--- src/rtl/mstp_pkg.sv ---
// Shared constants, types and register codes of the motion skin tint pixel block.
package mstp_pkg;

    localparam int MAX_WIDTH  = 640;
    localparam int MAX_HEIGHT = 480;
    localparam int FRAC_BITS  = 8;

    localparam int NPIX   = MAX_WIDTH * MAX_HEIGHT;
    localparam int ADDR_W = $clog2(NPIX);

    localparam int X_W    = 10;
    localparam int Y_W    = 9;
    localparam int PIX_W  = 8;
    localparam int MEAN_W = PIX_W + FRAC_BITS;
    localparam int HOLD_W = 8;
    localparam int LIM_W  = 16;
    localparam int STEP_W = 8;
    localparam int SQ_W   = 2 * MEAN_W;

    localparam int CFG_IDX_W  = 3;
    localparam int CFG_DATA_W = 16;

    localparam logic [CFG_IDX_W-1:0] REG_FRAME_WIDTH  = 3'd0;
    localparam logic [CFG_IDX_W-1:0] REG_FRAME_HEIGHT = 3'd1;
    localparam logic [CFG_IDX_W-1:0] REG_DIFF_LIMIT   = 3'd2;
    localparam logic [CFG_IDX_W-1:0] REG_HOLD_FRAMES  = 3'd3;
    localparam logic [CFG_IDX_W-1:0] REG_TINT_STEP    = 3'd4;

    localparam logic [X_W-1:0]    RST_FRAME_WIDTH  = 10'd640;
    localparam logic [Y_W-1:0]    RST_FRAME_HEIGHT = 9'd480;
    localparam logic [LIM_W-1:0]  RST_DIFF_LIMIT   = 16'd50;
    localparam logic [HOLD_W-1:0] RST_HOLD_FRAMES  = 8'd1;
    localparam logic [STEP_W-1:0] RST_TINT_STEP    = 8'd10;

    localparam logic [MEAN_W-1:0] RST_MEAN = MEAN_W'(128) << FRAC_BITS;

    // Gray is the channel sum divided by three, done as a multiply by 683 / 2048.
    localparam int SUM_W      = PIX_W + 2;
    localparam int GRAY_SHIFT = 11;
    localparam int PROD_W     = SUM_W + GRAY_SHIFT - 1;
    localparam logic [PROD_W-1:0] GRAY_RECIP = PROD_W'(683);

    localparam logic [PIX_W-1:0] SKIN_RED_MIN   = 8'd95;
    localparam logic [PIX_W-1:0] SKIN_GREEN_MIN = 8'd40;
    localparam logic [PIX_W-1:0] SKIN_BLUE_MIN  = 8'd20;
    localparam logic [PIX_W-1:0] SKIN_SPREAD    = 8'd15;
    localparam logic [PIX_W-1:0] TINT_BLUE      = 8'd255;

    typedef struct packed {
        logic [X_W-1:0]    frame_width;
        logic [Y_W-1:0]    frame_height;
        logic [LIM_W-1:0]  diff_limit;
        logic [HOLD_W-1:0] hold_frames;
        logic [STEP_W-1:0] tint_step;
    } cfg_t;

    typedef struct packed {
        logic              mask;
        logic [HOLD_W-1:0] hold;
        logic [MEAN_W-1:0] mean;
    } entry_t;

    localparam int ENTRY_W = 1 + HOLD_W + MEAN_W;

    typedef struct packed {
        logic              en;
        logic [ADDR_W-1:0] addr;
    } mem_rd_t;

    typedef struct packed {
        logic              en;
        logic [ADDR_W-1:0] addr;
        entry_t            data;
    } mem_wr_t;

endpackage

--- src/rtl/mstp_clear_seq.sv ---
// Sweep that writes the reset entry into every pixel location after reset.
module mstp_clear_seq (
    input  logic              clk,
    input  logic              rst_n,
    output logic              busy,
    output mstp_pkg::mem_wr_t wr_req
);

    logic                        busy_reg;
    logic                        busy_next;
    logic [mstp_pkg::ADDR_W-1:0] addr_reg;
    logic [mstp_pkg::ADDR_W-1:0] addr_next;
    logic                        last;

    assign last = (addr_reg == mstp_pkg::ADDR_W'(mstp_pkg::NPIX - 1));

    always_comb
    begin
        busy_next = busy_reg;
        addr_next = addr_reg;
        if (busy_reg)
        begin
            addr_next = addr_reg + mstp_pkg::ADDR_W'(1);
            if (last)
            begin
                busy_next = 1'b0;
            end
        end
    end

    always_ff @(posedge clk or negedge rst_n)
    begin
        if (!rst_n)
        begin
            busy_reg <= 1'b1;
            addr_reg <= '0;
        end
        else
        begin
            busy_reg <= busy_next;
            addr_reg <= addr_next;
        end
    end

    assign busy           = busy_reg;
    assign wr_req.en        = busy_reg;
    assign wr_req.addr      = addr_reg;
    assign wr_req.data.mask = 1'b1;
    assign wr_req.data.hold = '0;
    assign wr_req.data.mean = mstp_pkg::RST_MEAN;

`ifndef SYNTHESIS
    a_sweep_steps: assert property (@(posedge clk) disable iff (!rst_n)
        (busy_reg && $past(busy_reg) && $past(rst_n))
        |-> (addr_reg == $past(addr_reg) + mstp_pkg::ADDR_W'(1)))
        else $error("Clearing sweep skipped or repeated an address.");
`endif

endmodule

--- config.mk ---
export PLATFORM = sky130hd
export DESIGN_NAME = mstp_clear_seq
export DESIGN_NICKNAME = d
export VERILOG_FILES = /design/src/rtl/mstp_pkg.sv /design/src/rtl/mstp_clear_seq.sv
export SDC_FILE = /design/constraint.sdc
export NUM_CORES = 1
export LEC_CHECK = 0
export ABC_CLOCK_PERIOD_IN_PS = 2800
export BUFFER_PORTS_ARGS = -buffer_cell sky130_fd_sc_hd__buf_2
export CORE_MARGIN = 2
export CORE_UTILIZATION = 48
export CTS_BUF_LIST = sky130_fd_sc_hd__clkbuf_4 sky130_fd_sc_hd__clkbuf_8 sky130_fd_sc_hd__clkbuf_16
export DETAILED_ROUTE_END_ITERATION = 8
export PLACE_DENSITY = 0.8
export SETUP_SLACK_MARGIN = 0.15
export SYNTH_ARGS = -nofsm -noshare
export SYNTH_HDL_FRONTEND = slang
export SYNTH_SLANG_ARGS = --single-unit
--- constraint.sdc ---
create_clock -name clk -period 2.8 [get_ports clk]
set_input_delay 0.14 -clock clk [delete_from_list [all_inputs] [get_ports clk]]
set_output_delay 0.14 -clock clk [all_outputs]
set_load 0.1 [all_outputs]
# ---- After elaboration in Yosys (flattened, before gate mapping)
# Index checks and enable logic that the tools add are counted.
dict set report word_totals {
  ff_bits 20
  inputBits 2
  wordCells 6
}
dict set report classes {
  n_addsub 1
  n_eq_ne 1
  muxes 2
}
# operator n
set ops {}
lappend ops {{adder 19 x 1 -> 19 bit, second input constant} 1}
lappend ops {{== test 19 bit, second input constant} 1}
lappend ops {{2-to-1 mux 1 bit} 2}

# ---- Longest topological paths before layout
# Gate-level depths: netlist of the first run.
dict set report logic_depth {
  ltp_word 3
  mapped_depth 5
}

# ---- Worst setup path after synthesis of the first run
# OpenSTA, ideal clock, no wires.
dict set report synth_path {
  path_kind {register to register}
  startpoint {register addr_reg[0] in the netlist's numbering}
  endpoint {register addr_reg[14] in the netlist's numbering}
  t_arrival_ns 2.010
  path_slack_ns 0.631
  path_stages_with_launch 6
  cell_sequence {dfrtp_1 > ha_1 > and3_2 > nor4b_4 > nand3_1 > xnor2_1}
}
dict set report synth_via {
  elab_chain_len 1
}
# item line_no
set synth_rtl {}
lappend synth_rtl {{start, declared} mstp_clear_seq.sv:11} ;# logic [mstp_pkg::ADDR_W-1:0] addr_reg;
lappend synth_rtl {{start signal, assigned} mstp_clear_seq.sv:41} ;# addr_reg <= addr_next;
lappend synth_rtl {{adder 19 x 1 -> 19 bit} mstp_clear_seq.sv:23} ;# addr_next = addr_reg + mstp_pkg::ADDR_W'(1);
# Every way passes these cells.
# A chain may end at the register's enable or synchronous reset.

# ---- Worst setup path after layout of the first run
dict set report layout_path {
  startpoint {register addr_reg[0] in the netlist's numbering}
  endpoint {register addr_reg[16] in the netlist's numbering}
}
# The elaborated chain is that of the path after synthesis.

==> results summary, run 1 <==
The library cell with the highest instance count after synthesis is buf_4. In the synthesized netlist the dominant register cell turns out to be dfrtp_1. The global-route congestion overflow total came out at 0. Ranked by total cell area, the synthesized netlist is headed by dfrtp_1 (42%), buf_4 (17%), xnor2_1 (9.3%), xor2_1 (4.7%), nand2_1 (3.7%). The synthesized-area fraction occupied by adder cells is 0.0111. The share of synthesized area in the top cell type comes to 0.423. The signal on the critical path passes through ha_1 > and3_2 > nor4b_4 > nand3_1 > xnor2_1. The part of the total power dissipated in sequential elements is 0.472.

The maximum fanout along the worst path came out at 4. The worst setup path is captured at a flop. The worst min-delay path class is primary input to async pin. The number of gates given a new drive strength after cts is 0. The simple-gate share of the synthesized area is 0.202. Buffers placed on the I/O ports in this run total 22. After synthesis, the largest family of logic cells by area is simple AND/OR/NAND/NOR gates.

The Yosys step of the flow raised 0 warnings. The height of the die is 52.4 microns. The number of buffers inserted by post-CTS setup repair is 0.

The number of instances in the synthesized netlist came out at 104. Compared with the post-synthesis result, the final layout area differs by 7.34%. The die outline width came out at 52.4 microns.

The number of pins exceeding their max-slew limit in the final report came out at 0. The peak supply drop came out at 0.268 mV. Summing all placed instances gives a cell area of 1160 sq um.

The maximum clock insertion buffer count is 2. Using the TritonRoute via totals, the vias-per-cell ratio works out to 4.53. A synthesized cell averages 10.8 sq um. The initial core utilization is 0.508. The I/O pin count is 48. The global-route wire length before repair is 3160 microns. The number of DRC violations after detailed-routing iteration 0 is 12. The count of maximum capacitance violations came out at 0. The total iterations of the first detailed-routing run is 4. The final layout contains routed wiring with a total length of 1820 microns. The number of antenna violations at the first check in global routing was 0. The final cell utilization of the core is 0.546.

The analysis attributes to net switching a power of 242 uW. Counting both buffers and inverters, the worst setup path holds a total of 0. The remaining design rule violation count came out at 0. The commonest cells after synthesis are buf_4 (26), dfrtp_1 (19), xnor2_1 (12). The number of nets in the layout came out at 132.

The number of synthesized register bits is 20. TritonCTS created 3 clock buffers. The clock sink count is 20.

The post-CTS clock slew at the launch and capture registers of the worst setup and hold paths is 0.12 ns. Setup repair after global routing left no endpoint under its margin. The highest clock frequency the design can meet came out at 638 MHz. The required time of the critical path is 3.00 ns.

The minimum clock period came out at 1.57 ns. The share of total power dissipated in the clock network is 0.279. Clock tree synthesis selected as its root buffer the cell clkbuf_4. The pin count of the biggest net entering global routing came out at 21. The number of flip-flops under the largest register name came out at 19. Of the available clock period, the critical path in the final layout requires 0.559.

After synthesis, the share of flip-flops with an asynchronous set or reset is 1.00. TritonCTS built the clock tree. The HPWL after detailed placement is 1370 microns. The overall fraction of global-route tracks in use came out at 0.160.

The share of layout cells above drive strength 1 is 0.273. For this run, the register share of the synthesized area comes to 0.446. The switching share of total power came out at 0.395.

The xor-xnor portion of the synthesized cell area came out at 0.140. The weighted congestion reported at the end of routability-driven placement is 0.790. The cell count after placement came out at 151. The static leakage came out at 0.679 nW. The startpoint-to-endpoint class of the critical path is flop to flop. Once layout is complete, the cells apart from fillers number 156.

The number of global-route vias before repair is 673. The sum of negative setup slack came out at 0 ns. Setup violations remaining at the end of the flow were counted as 0. In the final routed layout, each cell accounts on average for 11.7 microns. The portion of total power attributed to combinational logic came out at 0.249. The kind of launch point of the worst setup path is a flop.

Of all cell types, the one taking the most synthesized area is dfrtp_1. The total count of hold-check failures in the final report was 0. The run finished with clean final reports. The number of nets still failing antenna checks after routing is 0. The count of distinct cell types in the synthesized netlist is 24.

The power density over the cells came out at 506 nW/um^2. The cell area after layout is 1210 sq um. The internal power came out at 370 uW.

The number of enable-type register cells in the synthesized netlist is 0. The row count is 17. The total die area came out at 2750 sq um. The final worst clock skew is 0.00367 ns. The multiplexer share of the synthesized area is 0.0100.

On the critical path, the stage with the largest delay is an instance of dfrtp_1. On the worst path, the slowest cell contributes a delay of 0.42 ns. The repair_antennas step left the layout with diodes totalling 0.

The critical path data arrival time came out at 1.76 ns. Across all hold checks on the routed design, the worst slack comes to 0.292 ns. In this run the cell area of the synthesized design comes to 1120 sq um. Broken down by cell family, the worst path's largest delay share belongs to simple AND/OR/NAND/NOR gates. CTS built an H-tree with a depth of 1.

The clock insertion delay at the later pin of the skew report is 0.30 ns. The share of the synthesized area in compound gates (AO/OA/AOI/OAI) came to 0.00667. The area of the core came out at 2210 sq um. Detailed routing inserted a total of 707 vias.
repair_timing:
item,in CTS,in global routing
hold buffers,1,0
setup endpoints to repair,0,0
endpoints found under the hold margin,19,0
cells in the final DEF, fill, tap and decap left out, drive strengths merged, types with 3 or more instances in the layout:
| cell type | count |
|---|---|
| nor2 | 3 |
| nand2 | 11 |
| buf | 22 |
| and3 | 3 |
| xor2 | 6 |
| xnor2 | 12 |
| nor3 | 3 |
| conb | 25 |
| nand3 | 5 |
| nand4 | 4 |
| clkbuf | 4 |
| dfrtp | 19 |
cell families after synthesis:
logic type	count (synthesis)
XOR/XNOR	18
adder cells (fa/ha/maj)	1
AND/OR/NAND/NOR	34
AO/OA/AOI/OAI	1
other	2
flip-flops	20
multiplexers	1
buffers and inverters	27
worst paths after layout:
| kind | from | endpoint | slack [ns] | cells after the start |
|---|---|---|---|---|
| worst max-delay path | addr_reg[0] | addr_reg[16] | 1.23 | 5 |
| worst min-delay path | rst_n | addr_reg[14] | 0.29 | 2 |
| worst max register to register | addr_reg[0] | addr_reg[16] | 1.23 | 5 |
| worst min register to register | addr_reg[14] | addr_reg[14] | 0.52 | 1 |
| max in group asynchronous | rst_n | busy | 2.17 | 2 |
| min in group clk | addr_reg[14] | addr_reg[14] | 0.52 | 1 |
final cells by class:
| type | instances | area [sq um] |
|---|---|---|
| Clock buffer | 4 | 36.3 |
| Multi-Input combinational cell | 80 | 510 |
| Tap cell | 28 | 35.0 |
| Fill cell | 203 | 1000 |
| Timing Repair Buffer | 23 | 120 |
| Inverter | 1 | 3.75 |
| Sequential cell | 20 | 502 |
per-stage QoR:
step | power [mW] | setup slack [ns]
after floorplan | 0.467 | 0.631
after global placement | 0.445 | 1.29
after detailed placement | 0.445 | 1.24
after CTS | 0.613 | 1.21
after global routing | 0.634 | 1.07
final | 0.611 | 1.23
per-layer routing:
metal,vias up,wire [microns],track usage
li1,339,-,-
met1,334,825,0.223
met2,30,882,0.248
met3,4,94,0.0343
met4,0,21,0.0513
met5,-,0,0
power by group through the flow:
stage          Combinational (mW)  Sequential (mW)  Clock (mW)
2_1_floorplan               0.172            0.294           0
3_3_place_gp                0.151            0.294           0
3_5_place_dp                0.151            0.294           0
4_1_cts                     0.152            0.289       0.172
5_1_grt                     0.156            0.289       0.189
6_report                    0.152            0.289       0.170
Power figures use the tool's default switching activity.
==> inputs of run 2 (changes only) <==
--- a/config.mk
+++ b/config.mk
@@ -5,13 +5,13 @@
 export SDC_FILE = /design/constraint.sdc
 export NUM_CORES = 1
 export LEC_CHECK = 0
-export ABC_CLOCK_PERIOD_IN_PS = 2800
+export ABC_CLOCK_PERIOD_IN_PS = 1600
 export BUFFER_PORTS_ARGS = -buffer_cell sky130_fd_sc_hd__buf_2
 export CORE_MARGIN = 2
-export CORE_UTILIZATION = 48
+export CORE_UTILIZATION = 46
 export CTS_BUF_LIST = sky130_fd_sc_hd__clkbuf_4 sky130_fd_sc_hd__clkbuf_8 sky130_fd_sc_hd__clkbuf_16
 export DETAILED_ROUTE_END_ITERATION = 8
-export PLACE_DENSITY = 0.8
+export PLACE_DENSITY = 0.78
 export SETUP_SLACK_MARGIN = 0.15
 export SYNTH_ARGS = -nofsm -noshare
 export SYNTH_HDL_FRONTEND = slang
==> constraint.sdc (replaced) <==
create_clock -name clk -period 1.6 [get_ports clk]
set_input_delay 0.08 -clock clk [delete_from_list [all_inputs] [get_ports clk]]
set_output_delay 0.08 -clock clk [all_outputs]
set_load 0.1 [all_outputs]
==> run 2 against run 1 <==
  * Flip-flop and latch count unchanged
  * Worst setup slack got worse by 1.1 ns
  * Clock-buffer cell count unchanged
  * Largest power group unchanged
  * Utilization increased by 3.6 points
==> results summary, run 2 (synthesized netlist as in run 1, its figures left out) <==
The number of flip-flops under the largest register name is 19. The number of pins exceeding their max-slew limit in the final report is 0. The floorplan step set the die height to 53.5 microns. The area of the core came out at 2250 sq um.

The number of nets in the layout is 138. The post-CTS clock slew at the launch and capture registers of the worst setup and hold paths came out at 0.11 ns. Clock tree synthesis selected as its root buffer the cell clkbuf_4.

The final worst clock skew came out at 0.00116 ns. The worst register-to-register path begins at addr_reg[0]. The count of maximum capacitance violations is 0. After global routing the overflow that remains totals 0.

The worst setup path is captured at a flop. For this run, the total global-route usage over all layers was measured as 0.150. The maximum fanout along the worst path is 4.

The count of buffers inserted at the top-level ports is 22. The critical path data arrival time is 1.73 ns. The total chip power came out at 1.06 mW. The post-placement setup slack came out at 0.0651 ns. The highest clock frequency the design can meet is 662 MHz. The cell area after layout is 1310 sq um. The finished layout holds 162 standard cells, fillers aside.

The clock period could shrink to 1.51 ns. For met1 alone, demand over resource in global routing was 0.186. The number of setup violations in the final report is 0. The worst setup path is of the flop to flop kind.

The placed instance area came out at 1210 sq um. The clock sink count is 20. In the routed design, unresolved DRC markers number 0.

The total count of hold-check failures in the final report was 0. In the final routed layout, each cell accounts on average for 11.8 microns. The cell count after placement came out at 152. The post-route clock period utilization came out at 0.944. Setup repair after global routing could not meet its margin everywhere. The min-delay analysis places its worst path in the category primary input to async pin. The total iterations of the first detailed-routing run is 4. The maximum level of the CTS H-tree is 1. Measured along the x axis, the die boundary spans 53.5 microns. The start point of the critical path is addr_reg[0]. In the layout the commonest cells are conb_1 (25), buf_2 (22), dfrtp_2 (16), xnor2_1 (12), nand2_1 (11). The detail-routed via count per cell came out at 4.56. TritonCTS built the clock tree. The met2 usage in global routing is 0.247.

The filler cells instantiated in the layout total 209. The post-synthesis to final-layout area growth is 16.7%. The number of diodes is 0. The number of DRC violations after detailed-routing iteration 0 is 8. The share of layout cells above drive strength 1 came out at 0.455. The total die area came out at 2860 sq um. The fraction of met3 tracks used by global routing came out at 0.0508.

The I/O pin count is 48. The static leakage is 0.703 nW. met2 is the most crowded layer.

The number of clock buffers added by TritonCTS is 3. The peak supply drop is 0.635 mV. The required time of the critical path came out at 1.82 ns. The weighted congestion reported at the end of routability-driven placement came out at 0.783. The final layout contains routed wiring with a total length of 1920 microns.

The flow ran to the end, and the final reports show no timing, DRC or antenna violations. In this run the power density over the cells is 806 nW/um^2. The number of nets still failing antenna checks after routing came out at 0.

The HPWL after detailed placement is 1420 microns. Row generation in the floorplan step produced 17 rows. The most common cell after layout, fill and taps aside is conb_1. The clock insertion delay at the later pin of the skew report came out at 0.30 ns.

The final cell utilization of the core came out at 0.582. The maximum clock insertion buffer count is 2. The number of global-route vias before repair came out at 677. The pin count of the biggest net entering global routing came out at 21.

The number of antenna violations at the first check in global routing came out at 0. The initial core utilization came out at 0.499. STA classifies the critical path startpoint as a flop.

The global-route wire length before repair came out at 3070 microns. The final route contains 738 vias. The sum of negative setup slack came out at 0 ns.

The final worst-path setup slack is 0.0893 ns. The worst hold slack across all endpoints is 0.241 ns.
-- run 2: cell type report --
cell class | instances | area, sq um | area share
multi-input combinational | 80 | 539 | 0.411
sequential | 20 | 533 | 0.406
timing repair buffer | 29 | 165 | 0.126
clock buffer | 4 | 36.3 | 0.0276
tap | 28 | 35.0 | 0.0267
inverter | 1 | 3.75 | 0.00286
-- run 2: critical path, stage by stage (launching register included) --
cell and delay, ns:
dfrtp_4 0.44, ha_1 0.20, and3_4 0.23, nor4b_4 0.25, buf_4 0.16, xor2_1 0.15
-- run 2: worst paths after layout --
check | to | slack [ns] | cells after the start
worst max register to register | addr_reg[12] | 0.09 | 5
min in group clk | addr_reg[14] | 0.50 | 1
worst min-delay path | addr_reg[6] | 0.24 | 2
max in group asynchronous | addr_reg[1] | 1.02 | 2
worst max-delay path | addr_reg[12] | 0.09 | 5
worst min register to register | addr_reg[14] | 0.50 | 1
-- run 2: where the power goes --
part / leakage, nW / internal, mW / switching [mW]
Combinational: 0.436 / 0.00246 / 0.264
Clock: 0.0210 / 0.139 / 0.148
Sequential: 0.246 / 0.505 / 0
Total: 0.703 / 0.646 / 0.412
-- run 2: what timing repair did --
action                                  4_1_cts  5_1_grt
hold buffers                                  1        0
endpoints found under the setup margin       11       11
resized for setup                             0        2
pin swaps                                     3        2
setup buffers                                 4        1
endpoints found under the hold margin        19        0
-- run 2: metal layers --
layer	routed length [microns]	vias to the layer above
li1	-	352
met1	823	349
met2	945	35
met3	134	2
met4	12	0
met5	0	-
==> inputs of run 3 (changes only) <==
==> constraint.sdc (replaced) <==
create_clock -name clk -period 1.6 [get_ports clk]
set_input_delay 0.24 -clock clk [delete_from_list [all_inputs] [get_ports clk]]
set_output_delay 0.24 -clock clk [all_outputs]
set_load 0.1 [all_outputs]
==> run 3 against run 2 <==
  * Clock-buffer cell count fell by 1
  * Hold slack improved by 0.13 ns
  * Clock power rose by 46%
  * Utilization rose by 7.0 points
  * First-iteration DRC count rose by 25%
  * Clock skew rose by 0.021 ns
  * Cell count rose by 1.9%
  * Flip-flop and latch count did not move
  * Critical endpoint is now addr_reg[14]
  * Highest routed layer unchanged
==> results summary, run 3 (synthesized netlist as in run 1, its figures left out) <==
The count of buffers inserted at the top-level ports is 22. The clock period could shrink to 1.54 ns. Measured along the x axis, the die boundary spans 53.5 microns. Setup repair after global routing could not meet its margin everywhere.

Traced cell by cell, the critical path runs through and3_4 > nor4b_4 > nand3_1 > xnor2_1. The final worst-path setup slack came out at 0.0634 ns. The post-route clock period utilization came out at 0.960.

The repair_antennas step left the layout with diodes totalling 0. The worst-case IR drop observed on VDD is 0.973 mV. The power share of the clock group is 0.351.

The stage delay of the slowest cell on the critical path came out at 0.66 ns. In this run the worst hold path is classified as primary input to async pin. Along the worst path, the maximum fanout reaches 4. The buffer type at the clock tree root is clkbuf_4.

The share of total power dissipated in combinational logic is 0.224. The HPWL after detailed placement is 1420 microns. The die covers 2860 sq um. The global-route congestion overflow total came out at 0.

The number of global-route vias before repair is 687. For this run, the detailed router's first-pass iteration total came to 4. The post-route non-filler standard cell count came out at 165. The library cells used most frequently in the layout, excluding fill and tap cells, are conb_1 (25), dfrtp_2 (16), clkbuf_4 (14), xnor2_1 (12), nand2_1 (11). The number of pins exceeding their max-slew limit in the final report came out at 0. The switching share of total power is 0.360. The worst setup path is launched from a flop. The internal power came out at 761 uW. The power density over the cells came out at 809 nW/um^2. The detail-routed via count per cell is 4.69. The tool flagged a number of max-cap violations equal to 0. The number of vias after detailed routing is 774.

The share of layout cells above drive strength 1 came out at 0.489. In this run the static leakage power is 0.756 nW. The I/O pin count is 48. The flow ran to the end, and the final reports show no timing, DRC or antenna violations. For this block, the initial DRC count from the detailed router was 10.

The post-synthesis to final-layout area growth came out at 30.8%. The number of antenna violations at the first check in global routing is 0. The part of the total power dissipated in sequential elements is 0.424. The cell count after placement is 153.

The total CTS buffers is 3. The family with the most delay on the worst path is flip-flops. The number of nets in the layout came out at 141. The placed instance area is 1250 sq um. The TritonCTS clock tree is built. The overall fraction of global-route tracks in use is 0.166. The initial core utilization came out at 0.499.

The total count of hold-check failures in the final report was 0. The library cell used most frequently in the layout, excluding fill and tap cells, is conb_1. The clock reaches the later pin of the worst-skew pair after 0.32 ns. The count of nets left with antenna violations once routing finished came out at 0. The weighted congestion reported at the end of routability-driven placement is 0.764. The final worst clock skew is 0.0220 ns. The longest clock path from root to sink contains 2 buffers. For the worst setup path, the data required time is 1.79 ns. The final cell utilization of the core is 0.653. The register-to-register path setup slack is 0.06 ns.

The total detailed-routing wirelength came out at 2190 microns. The worst setup path is of the flop to flop kind. The cell area after layout is 1470 sq um. The global-route wire length before repair came out at 3240 microns. The number of buffer and inverter stages on the critical path came out at 0. The maximum level of the CTS H-tree came out at 1. The area of the core came out at 2250 sq um.

The critical path data arrival time came out at 1.73 ns. The height of the die came out at 53.5 microns. STA classifies the critical path endpoint as a flop. The clock sink count came out at 20. The slowest stage of the critical path belongs to the cell dfstp_4. The number of flip-flops under the largest register name came out at 19. Static timing analysis puts the maximum clock frequency at 651 MHz.

The pin count of the biggest net entering global routing is 21. The remaining design rule violation count is 0. After detailed routing, the average wire length per cell comes to 13.2 microns. The total chip power came out at 1.19 mW. The switching power total is 429 uW. The post-CTS clock slew at the launch and capture registers of the worst setup and hold paths came out at 0.13 ns.

The post-placement setup slack is 0.0701 ns. The number of setup violations in the final report came out at 0. The floorplan has 17 rows.
==> run 3: changes by cell type in the layout (fill, tap and decap cells not counted), sizes merged <==
cell and delta:
buf -8, bufinv +1, clkbuf +10
==> run 3: power by group through the flow <==
stage / clock [mW] / combinational [mW] / sequential, mW
after floorplan: 0 / 0.301 / 0.515
after global placement: 0 / 0.264 / 0.515
after detailed placement: 0 / 0.264 / 0.515
after CTS: 0.427 / 0.266 / 0.505
after global routing: 0.459 / 0.273 / 0.505
final: 0.418 / 0.267 / 0.505
==> run 3: repair_timing <==
action | 4_1_cts | 5_1_grt
hold buffers | 1 | 0
gates resized for setup | 7 | 22
setup buffers | 4 | 3
endpoints found under the hold margin | 19 | 0
endpoints found under the setup margin | 12 | 26
pin swaps | 0 | 4
==> run 3: metrics by stage <==
step | hold WS (ns) | TNS [ns]
2_1_floorplan | -0.0556 | -0.748
3_3_place_gp | 0.201 | 0
3_5_place_dp | 0.209 | 0
4_1_cts | 0.393 | 0
5_1_grt | 0.398 | -0.0158
6_report | 0.375 | 0
==> run 3: worst paths after layout <==
| check | start | end | cells after the start |
|---|---|---|---|
| max | busy | addr_reg[14] | 4 |
| max reg2reg | busy | addr_reg[14] | 4 |
| min | rst_n | addr_reg[11] | 2 |
| min in group clk | addr_reg[16] | addr_reg[16] | 1 |
| min reg2reg | addr_reg[16] | addr_reg[16] | 1 |
| max in group asynchronous | rst_n | addr_reg[0] | 2 |
==> run 3: metal layers <==
layer / up-vias / global-route usage / part of all wire
li1: 358 / - / -
met1: 375 / 0.192 / 0.40
met4: 0 / 0.111 / 0.026
met3: 7 / 0.0537 / 0.062
met2: 34 / 0.259 / 0.51
met5: - / 0 / 0
==> run 3: area by class of cell <==
cell class / instances / area [sq um]
clock inverter: 1 / 30.0
fill: 176 / 783
clock buffer: 3 / 22.5
tap: 28 / 35.0
sequential: 20 / 533
multi-input combinational: 80 / 577
inverter: 1 / 3.75
timing repair buffer: 32 / 270
==> run 3: worst reg2reg max path: stages (launching register included) <==
cell	delay (ns)
dfstp_4	0.66
and3_4	0.22
nor4b_4	0.25
nand3_1	0.14
xnor2_1	0.14
